File: src/rtl/trc_pkg.sv
`timescale 1ns / 1ps
// Shared types and constants for the touch report calibrator.
// No dependencies; used by trc_axis_unit and the top level.
package trc_pkg;

  // width of the signed accumulator holding p*x + q*y + 2*r
  localparam int unsigned AccW = 67;
  localparam int unsigned CoefW = 48;
  localparam int unsigned PosW = 16;

  localparam logic [7:0] StTouch = 8'h81;
  localparam logic [7:0] StRelease = 8'h80;
  localparam logic [5:0] LenMove = 6'd5;
  localparam logic [5:0] LenUp = 6'd6;

  localparam logic [1:0] EvDown = 2'd0;
  localparam logic [1:0] EvMove = 2'd1;
  localparam logic [1:0] EvUp = 2'd2;

  localparam logic [3:0] RegCoefA = 4'd0;
  localparam logic [3:0] RegCoefB = 4'd1;
  localparam logic [3:0] RegCoefC = 4'd2;
  localparam logic [3:0] RegCoefD = 4'd3;
  localparam logic [3:0] RegCoefE = 4'd4;
  localparam logic [3:0] RegCoefF = 4'd5;
  localparam logic [3:0] RegDivisor = 4'd6;
  localparam logic [3:0] RegCalibEn = 4'd7;

  // axis unit sequencer
  typedef enum logic [2:0] {
    U_IDLE, U_DABS, U_ACCX, U_ACCY, U_ADDR, U_NABS, U_DIV, U_FIN
  } unit_state_t;

  // top level sequencer
  typedef enum logic [1:0] {
    T_IDLE, T_CALC_X, T_CALC_Y, T_EMIT
  } top_state_t;

  // status returned by the axis unit
  typedef struct packed {
    logic             done;
    logic [PosW-1:0]  pos;
  } unit_res_t;

endpackage

File: src/rtl/touch_report_calibrate_track_top.sv
`timescale 1ns / 1ps
// Touch report calibrator and contact tracker, top level.
// Uses trc_pkg and trc_axis_unit.

// One report is taken at a time. A rejected report is dropped in the cycle of
// its transfer; one that passes its raw coordinates through goes straight to
// the emit state. A calibrated report runs the shared axis unit twice, once
// per axis (32 multiply bits, 65 divide bits, setup, rounding and the
// hand-off, the multiply and divide on one 67-bit adder). A finished result
// sits in the output register while the next report is taken.
module touch_report_calibrate_track_top (
  input  logic        clk,
  input  logic        rst_n,
  input  logic        cfg_we,
  input  logic [3:0]  cfg_index,
  input  logic [47:0] cfg_wdata,
  input  logic        in_valid,
  output logic        in_ready,
  input  logic [5:0]  in_report_length,
  input  logic [7:0]  in_status_byte,
  input  logic [7:0]  in_y_low,
  input  logic [7:0]  in_y_high,
  input  logic [7:0]  in_x_low,
  input  logic [7:0]  in_x_high,
  output logic        out_valid,
  input  logic        out_ready,
  output logic [1:0]  out_event_kind,
  output logic [15:0] out_pos_x,
  output logic [15:0] out_pos_y
);

  logic [47:0] coef_a_r, coef_b_r, coef_c_r, coef_d_r, coef_e_r, coef_f_r, div_r;
  logic        cal_en_r;

  trc_pkg::top_state_t state_r, state_nxt;
  logic [15:0] x_r, x_nxt, y_r, y_nxt, px_r, px_nxt, py_r, py_nxt;
  logic        rel_r, rel_nxt, start_r, start_nxt;
  logic        contact_r, contact_nxt;
  logic [15:0] last_x_r, last_x_nxt, last_y_r, last_y_nxt;
  logic        out_valid_r, out_valid_nxt;
  logic [1:0]  kind_r, kind_nxt;
  logic [15:0] ox_r, ox_nxt, oy_r, oy_nxt;

  logic [15:0] raw_x, raw_y;
  logic        rpt_ok, do_cal, emit_fire, axis_y;
  trc_pkg::unit_res_t u_res;

  // configuration registers
  always_ff @(posedge clk) begin
    if (!rst_n) begin
      coef_a_r <= '0;
      coef_b_r <= '0;
      coef_c_r <= '0;
      coef_d_r <= '0;
      coef_e_r <= '0;
      coef_f_r <= '0;
      div_r <= '0;
      cal_en_r <= 1'b0;
    end else if (cfg_we) begin
      unique case (cfg_index)
        trc_pkg::RegCoefA:   coef_a_r <= cfg_wdata;
        trc_pkg::RegCoefB:   coef_b_r <= cfg_wdata;
        trc_pkg::RegCoefC:   coef_c_r <= cfg_wdata;
        trc_pkg::RegCoefD:   coef_d_r <= cfg_wdata;
        trc_pkg::RegCoefE:   coef_e_r <= cfg_wdata;
        trc_pkg::RegCoefF:   coef_f_r <= cfg_wdata;
        trc_pkg::RegDivisor: div_r <= cfg_wdata;
        trc_pkg::RegCalibEn: cal_en_r <= cfg_wdata[0];
        default: ;
      endcase
    end
  end

  // report decode
  assign raw_x = {in_x_high, in_x_low};
  assign raw_y = {in_y_high, in_y_low};
  assign rpt_ok = (in_report_length == trc_pkg::LenMove || in_report_length == trc_pkg::LenUp)
               && (in_status_byte == trc_pkg::StTouch || in_status_byte == trc_pkg::StRelease);
  assign do_cal = cal_en_r && (div_r != '0) && (raw_x != '0) && (raw_y != '0);
  assign in_ready = (state_r == trc_pkg::T_IDLE);
  assign emit_fire = (state_r == trc_pkg::T_EMIT) && (!out_valid_r || out_ready);
  assign axis_y = (state_r == trc_pkg::T_CALC_Y);

  trc_axis_unit u_axis (
    .clk     (clk),
    .rst_n   (rst_n),
    .start   (start_r),
    .coef_p  (axis_y ? coef_d_r : coef_a_r),
    .coef_q  (axis_y ? coef_e_r : coef_b_r),
    .coef_r  (axis_y ? coef_f_r : coef_c_r),
    .divisor (div_r),
    .raw_x   (x_r),
    .raw_y   (y_r),
    .res     (u_res)
  );

  // sequencer, tracking and output register
  always_comb begin
    state_nxt = state_r;
    x_nxt = x_r;
    y_nxt = y_r;
    px_nxt = px_r;
    py_nxt = py_r;
    rel_nxt = rel_r;
    start_nxt = 1'b0;
    contact_nxt = contact_r;
    last_x_nxt = last_x_r;
    last_y_nxt = last_y_r;
    out_valid_nxt = out_valid_r && !out_ready;
    kind_nxt = kind_r;
    ox_nxt = ox_r;
    oy_nxt = oy_r;
    unique case (state_r)
      trc_pkg::T_IDLE: begin
        if (in_valid && rpt_ok) begin
          x_nxt = raw_x;
          y_nxt = raw_y;
          px_nxt = raw_x;
          py_nxt = raw_y;
          rel_nxt = (in_report_length == trc_pkg::LenUp)
                 || (in_status_byte == trc_pkg::StRelease);
          if (do_cal) begin
            start_nxt = 1'b1;
            state_nxt = trc_pkg::T_CALC_X;
          end else begin
            state_nxt = trc_pkg::T_EMIT;
          end
        end
      end
      trc_pkg::T_CALC_X: begin
        if (u_res.done) begin
          px_nxt = u_res.pos;
          start_nxt = 1'b1;
          state_nxt = trc_pkg::T_CALC_Y;
        end
      end
      trc_pkg::T_CALC_Y: begin
        if (u_res.done) begin
          py_nxt = u_res.pos;
          state_nxt = trc_pkg::T_EMIT;
        end
      end
      trc_pkg::T_EMIT: begin
        if (emit_fire) begin
          state_nxt = trc_pkg::T_IDLE;
          ox_nxt = px_r;
          oy_nxt = py_r;
          if (rel_r) begin
            contact_nxt = 1'b0;
            last_x_nxt = '0;
            last_y_nxt = '0;
            kind_nxt = trc_pkg::EvUp;
            out_valid_nxt = 1'b1;
          end else if (!contact_r) begin
            contact_nxt = 1'b1;
            last_x_nxt = px_r;
            last_y_nxt = py_r;
            kind_nxt = trc_pkg::EvDown;
            out_valid_nxt = 1'b1;
          end else if (last_x_r != px_r || last_y_r != py_r) begin
            last_x_nxt = px_r;
            last_y_nxt = py_r;
            kind_nxt = trc_pkg::EvMove;
            out_valid_nxt = 1'b1;
          end
        end
      end
      default: state_nxt = trc_pkg::T_IDLE;
    endcase
  end

  always_ff @(posedge clk) begin
    if (!rst_n) begin
      state_r <= trc_pkg::T_IDLE;
      start_r <= 1'b0;
      contact_r <= 1'b0;
      last_x_r <= '0;
      last_y_r <= '0;
      out_valid_r <= 1'b0;
    end else begin
      state_r <= state_nxt;
      start_r <= start_nxt;
      contact_r <= contact_nxt;
      last_x_r <= last_x_nxt;
      last_y_r <= last_y_nxt;
      out_valid_r <= out_valid_nxt;
    end
  end

  always_ff @(posedge clk) begin
    x_r <= x_nxt;
    y_r <= y_nxt;
    px_r <= px_nxt;
    py_r <= py_nxt;
    rel_r <= rel_nxt;
    kind_r <= kind_nxt;
    ox_r <= ox_nxt;
    oy_r <= oy_nxt;
  end

  assign out_valid = out_valid_r;
  assign out_event_kind = kind_r;
  assign out_pos_x = ox_r;
  assign out_pos_y = oy_r;

`ifndef NO_ASSERTIONS
  // the axis unit only finishes while the sequencer waits on it
  a_done_in_calc: assert property (@(posedge clk) disable iff (!rst_n)
    u_res.done |-> (state_r == trc_pkg::T_CALC_X || state_r == trc_pkg::T_CALC_Y))
    else $error("axis unit done outside a calc state");

  // a release always drops the tracked contact
  a_release_clears: assert property (@(posedge clk) disable iff (!rst_n)
    (emit_fire && rel_r) |=> (!contact_r && last_x_r == '0 && last_y_r == '0))
    else $error("release did not clear tracking");

  // without a contact the recorded position stays at zero
  a_idle_pos_zero: assert property (@(posedge clk) disable iff (!rst_n)
    !contact_r |-> (last_x_r == '0 && last_y_r == '0))
    else $error("stale position with no contact");
`endif

endmodule

File: src/rtl/trc_axis_unit.sv
`timescale 1ns / 1ps
// One-axis affine mapper: shift-add multiply, restoring divide, rounding.
// Multiply, divide and sign steps share one 67-bit add/subtract unit. Uses trc_pkg.
module trc_axis_unit (
  input  logic                   clk,
  input  logic                   rst_n,
  input  logic                   start,
  input  logic [47:0]            coef_p,
  input  logic [47:0]            coef_q,
  input  logic [47:0]            coef_r,
  input  logic [47:0]            divisor,
  input  logic [15:0]            raw_x,
  input  logic [15:0]            raw_y,
  output trc_pkg::unit_res_t     res
);

  trc_pkg::unit_state_t state_r, state_nxt;
  logic [66:0] acc_r, acc_nxt;
  logic [66:0] m_r, m_nxt;
  logic [15:0] mul_r, mul_nxt;
  logic [47:0] dm_r, dm_nxt;
  logic [47:0] rem_r, rem_nxt;
  logic [16:0] q_r, q_nxt;
  logic [6:0]  cnt_r, cnt_nxt;
  logic        neg_r, neg_nxt;
  logic        done_r, done_nxt;
  logic [15:0] pos_r, pos_nxt;

  logic [66:0] op_a, op_b, sum;
  logic        op_sub;
  logic [48:0] rem_sh;
  logic [16:0] q_rnd;
  logic        rnd;

  // shared adder/subtractor
  assign sum = op_a + (op_sub ? ~op_b : op_b) + {66'd0, op_sub};
  assign rem_sh = {rem_r, acc_r[64]};
  assign rnd = ~sum[66];
  assign q_rnd = q_r + {16'd0, rnd};

  always_comb begin
    state_nxt = state_r;
    acc_nxt = acc_r;
    m_nxt = m_r;
    mul_nxt = mul_r;
    dm_nxt = dm_r;
    rem_nxt = rem_r;
    q_nxt = q_r;
    cnt_nxt = cnt_r;
    neg_nxt = neg_r;
    done_nxt = 1'b0;
    pos_nxt = pos_r;
    op_a = '0;
    op_b = '0;
    op_sub = 1'b0;
    unique case (state_r)
      trc_pkg::U_IDLE: begin
        if (start) begin
          state_nxt = trc_pkg::U_DABS;
        end
      end
      // magnitude of the divider; load x multiply
      trc_pkg::U_DABS: begin
        op_b = {{19{divisor[47]}}, divisor};
        op_sub = 1'b1;
        dm_nxt = divisor[47] ? sum[47:0] : divisor;
        acc_nxt = '0;
        m_nxt = {{19{coef_p[47]}}, coef_p};
        mul_nxt = raw_x;
        cnt_nxt = 7'd15;
        state_nxt = trc_pkg::U_ACCX;
      end
      // shift-add multiply, one multiplier bit per cycle
      trc_pkg::U_ACCX, trc_pkg::U_ACCY: begin
        op_a = acc_r;
        op_b = mul_r[0] ? m_r : '0;
        acc_nxt = sum;
        m_nxt = {m_r[65:0], 1'b0};
        mul_nxt = {1'b0, mul_r[15:1]};
        cnt_nxt = cnt_r - 7'd1;
        if (cnt_r == 7'd0) begin
          cnt_nxt = 7'd15;
          if (state_r == trc_pkg::U_ACCX) begin
            m_nxt = {{19{coef_q[47]}}, coef_q};
            mul_nxt = raw_y;
            state_nxt = trc_pkg::U_ACCY;
          end else begin
            state_nxt = trc_pkg::U_ADDR;
          end
        end
      end
      // offset term counts twice
      trc_pkg::U_ADDR: begin
        op_a = acc_r;
        op_b = {{18{coef_r[47]}}, coef_r, 1'b0};
        acc_nxt = sum;
        state_nxt = trc_pkg::U_NABS;
      end
      // numerator magnitude and result sign
      trc_pkg::U_NABS: begin
        op_b = acc_r;
        op_sub = 1'b1;
        acc_nxt = acc_r[66] ? sum : acc_r;
        neg_nxt = acc_r[66] ^ divisor[47];
        rem_nxt = '0;
        q_nxt = '0;
        cnt_nxt = 7'd64;
        state_nxt = trc_pkg::U_DIV;
      end
      // restoring divide, numerator bits 64 down to 0
      trc_pkg::U_DIV: begin
        op_a = {18'd0, rem_sh};
        op_b = {19'd0, dm_r};
        op_sub = 1'b1;
        rem_nxt = sum[66] ? rem_sh[47:0] : sum[47:0];
        q_nxt = q_r[16] ? q_r : {q_r[15:0], ~sum[66]};
        acc_nxt = {acc_r[65:0], 1'b0};
        cnt_nxt = cnt_r - 7'd1;
        if (cnt_r == 7'd0) begin
          state_nxt = trc_pkg::U_FIN;
        end
      end
      // round half away from zero, clamp to 1..65535
      trc_pkg::U_FIN: begin
        op_a = {18'd0, rem_r, 1'b0};
        op_b = {19'd0, dm_r};
        op_sub = 1'b1;
        if (neg_r || (q_r == 17'd0 && !rnd)) begin
          pos_nxt = 16'd1;
        end else if (q_r[16] || q_rnd[16]) begin
          pos_nxt = 16'hFFFF;
        end else begin
          pos_nxt = q_rnd[15:0];
        end
        done_nxt = 1'b1;
        state_nxt = trc_pkg::U_IDLE;
      end
      default: state_nxt = trc_pkg::U_IDLE;
    endcase
  end

  always_ff @(posedge clk) begin
    if (!rst_n) begin
      state_r <= trc_pkg::U_IDLE;
      done_r <= 1'b0;
    end else begin
      state_r <= state_nxt;
      done_r <= done_nxt;
    end
  end

  always_ff @(posedge clk) begin
    acc_r <= acc_nxt;
    m_r <= m_nxt;
    mul_r <= mul_nxt;
    dm_r <= dm_nxt;
    rem_r <= rem_nxt;
    q_r <= q_nxt;
    cnt_r <= cnt_nxt;
    neg_r <= neg_nxt;
    pos_r <= pos_nxt;
  end

  assign res.done = done_r;
  assign res.pos = pos_r;

endmodule
File: config.mk
export PLATFORM = sky130hd
export DESIGN_NAME = touch_report_calibrate_track_top
export DESIGN_NICKNAME = d
export VERILOG_FILES = /design/src/rtl/trc_pkg.sv /design/src/rtl/touch_report_calibrate_track_top.sv /design/src/rtl/trc_axis_unit.sv
export SDC_FILE = /design/constraint.sdc
export NUM_CORES = 2
export LEC_CHECK = 0
export BUFFER_PORTS_ARGS = -buffer_cell sky130_fd_sc_hd__buf_2
export CAP_MARGIN = 5
export CORE_ASPECT_RATIO = 1.25
export CORE_MARGIN = 5
export CORE_UTILIZATION = 45
export DETAILED_ROUTE_END_ITERATION = 6
export GPL_ROUTABILITY_DRIVEN = 1
export GPL_TIMING_DRIVEN = 0
export PLACE_DENSITY = 0.62
export SLEW_MARGIN = 40
export SYNTH_ARGS = -nofsm -noshare
export SYNTH_HDL_FRONTEND = slang
export SYNTH_SLANG_ARGS = --single-unit
export TNS_END_PERCENT = 1
File: constraint.sdc
create_clock -name clk -period 17.15 [get_ports clk]
set_clock_uncertainty 0.2 [all_clocks]
set_input_delay 0.8575 -clock clk [delete_from_list [all_inputs] [get_ports clk]]
set_output_delay 0.8575 -clock clk [all_outputs]
set_load 0.01 [all_outputs]
==> impl_metrics.yaml <==
run_status:
  outcome: "finished, violations left"
  violations: "DRC"
power:
  power_leakage_nw: 15.55
  total_power_mw: 4.213
  power_density_nw_per_um2: 93.11
  ir_drop_uv: 76.78
critical_path:
  crit_arrival_ns: 8.52
  worstSetupEndpointType: "flop"
  critPathSlowestCell: "a31oi_1"
  critPathLaunchType: "flop"
  crit_type: "reg2reg"
  path_max_fanout: 10
  cp_slowest_stage_delay_ns: 0.52
  cp_data_required_time_ns: 17.31
  crit_top_cell: "clkbuf_1"
clock_network:
  cts_buffers: 83
  clock_latency_ns: 0.66
  htreeDepth: 3
  cts_buffer_depth: 3
  clk_pin_slew_ns: 0.06
  holdBufCountCts: 0
  cts_root_buf: "clkbuf_16"
  cts_resized: 0
  clock-sinks: 764
  tritoncts: "yes"
  cts_setup_buffers: 0
die:
  io_pins: 139
  fp.dieH_um: 342.7
  fp-row-count: 122
  dieArea_um2: 94650
  start_util: 0.4517
  design.core.area_um2: 88230
  die_w_um: 276.2
placement:
  port_buffers: 136
  place.gp.congestion: 0.9850
  placed_cell_area_um2: 42400
  place_hpwl_mm: 108.5
timing:
  tightest_slew_ns: 0.9414
  relSlewSlack: 0.3724
  tns_ns: 0
  max_clock_freq_ghz: 0.1197
  hold_violations: 0
  fin_crit_sh: 0.4873
  fin_crit_ns: 8.357
  setup-violations-final: 0
  rsz0062_at_grt: "false"
  slew_violations: 0
route:
  wl_per_cell_um: 24.71
  ant_nets: 0
  via_per_inst: 5.967
  firstDrtPassIters: 7
  finalWirelength_mm: 141.7
  drc_errors: 3
  initialDrtViolationCount: 3332
  dr_total_vias: 34210
yosys:
  synth_cell_types: 95
  synth-edff-count: 386
  yosysTopAreaCell: "edfxtp_1"
  yosysSeqAreaShare: 0.4807
  synth.cell_area_um2: 39850
  ys.flop_type: "edfxtp_1"
  syn_area_per_cell_um2: 9.390
  async_reset_ff_frac: 0
  synth_seq_cells: 764
  synth.top_cell.area_share: 0.2908
  yosys_warnings: 0
  synth_cells: 4244
  synth_nets: 4419
  netlist_top_cells_area: "edfxtp_1, dfxtp_1, nand2_1"
global_routing:
  grt_pass1_wl_mm: 206.9
  use_met3: 0.03920
  top_usage_layer: "met2"
  grt_antenna_before_repair: 8
  grt_overflow: 0
  use_met1: 0.3464
  grt_use_total: 0.2843
  use_met2: 0.4899
  grt_pass1_vias: 32270
  grt_max_degree: 50
worst_hold_path:
  hold_path.class: "in2reg"
finish:
  multiInputGateArea_um2: 19170
  seqCellArea_um2: 19160
  fill_cells: 8307
  fin_nets: 4657
  drive_gt1_frac: 0.09996
  area_growth_syn_to_layout_pct: 13.55
  final_cell_mix: "nand2_1, edfxtp_1, dfxtp_1"
  fin_area_um2: 45250
  layout_commonest_cell: "nand2_1"
run:
  maxCapViolations: 0
-- area by class of cell --
cell class	instances	area share
Sequential cell	764	0.4234
Clock inverter	48	0.01261
Inverter	70	0.005972
Timing Repair Buffer	153	0.02201
Multi-Input combinational cell	3065	0.4237
Antenna cell	4	0.0002212
Tap cell	1178	0.03257
Buffer	345	0.02986
Clock buffer	107	0.04971
-- layer usage --
| metal | wire [um] | up-vias |
|---|---|---|
| met5 | 27 | - |
| met4 | 9191 | 4 |
| met3 | 9950 | 354 |
| met2 | 68480 | 1587 |
| met1 | 54070 | 16500 |
| li1 | - | 15760 |
-- flip-flops by register name, indices dropped and copies added (netlist names), 3 cells and up --
name / cells
u_axis.pos_r: 16
u_axis.q_r: 17
u_axis.rem_r: 48
py_r: 16
u_axis.mul_r: 16
y_r: 16
x_r: 16
coef_f_r: 48
u_axis.cnt_r: 7
out_pos_y: 16
u_axis.dm_r: 48
coef_e_r: 48
px_r: 16
coef_d_r: 48
out_pos_x: 16
coef_c_r: 48
u_axis.state_r: 3
u_axis.m_r: 67
last_y_r: 16
div_r: 48
last_x_r: 16
u_axis.acc_r: 67
coef_b_r: 48
coef_a_r: 48
-- worst paths after layout --
| kind | start | to | slack, ns | cells after the start |
|---|---|---|---|---|
| hold reg to reg | coef_f_r[26] | coef_f_r[26] | 0.26 | 2 |
| setup reg to reg | u_axis.state_r[2] | u_axis.pos_r[2] | 8.79 | 27 |
| hold / removal | in_x_high[6] | x_r[14] | 0.23 | 1 |
| setup / recovery | u_axis.state_r[2] | u_axis.pos_r[2] | 8.79 | 27 |
-- worst max-delay path, delay by kind of cell, from the launching register on --
| kind | cells | cell delay (ns) |
|---|---|---|
| AND/OR/NAND/NOR | 7 | 1.58 |
| AO/OA/AOI/OAI | 9 | 2.46 |
| adder cells (fa/ha/maj) | 2 | 0.54 |
| flip-flops | 1 | 0.33 |
| buffers and inverters | 9 | 2.94 |
-- per-stage QoR --
stage	setup WS, ns	hold WS [ns]	utilization	std cells
3_5_place_dp	9.021	0.2513	0.4806	5573
4_1_cts	9.006	0.1908	0.5126	5728
3_3_place_gp	8.650	0.2465	0.4761	5558
2_1_floorplan	11.16	0.2244	-	4244
6_report	8.793	0.2261	0.5129	5734
5_1_grt	8.398	0.2042	0.5128	5730
-- where the power goes --
group	internal, mW	switching [mW]	total [mW]
Sequential	1.96	0.0314	1.99
Combinational	0.133	0.206	0.339
Clock	1.09	0.795	1.88
Total	3.18	1.03	4.21
-- cell usage after synthesis, drive strengths merged, types with 29 or more instances --
cell type / count
ha: 71
mux2i: 153
nor4: 29
mux2: 104
nor2: 188
clkbuf: 291
nor3: 35
dfxtp: 378
nor2b: 45
a21boi: 343
edfxtp: 386
nor3b: 38
a311oi: 29
o21ai: 166
buf: 54
a21o: 37
nand2: 860
a21oi: 332
inv: 70
nand2b: 36
xnor2: 77
nand4: 38
a22o: 83
a211oi: 102
-- kinds of logic after synthesis --
family                   count (synthesis)  share of synthesized area
adder cells (fa/ha/maj)                 72                    0.02279
buffers and inverters                  415                    0.04022
multiplexers                           257                    0.06781
AND/OR/NAND/NOR                       1369                     0.1505
flip-flops                             764                     0.4807
XOR/XNOR                               104                    0.02286
AO/OA/AOI/OAI                         1263                     0.2151
Note: power is estimated with default switching activity, not from simulation.
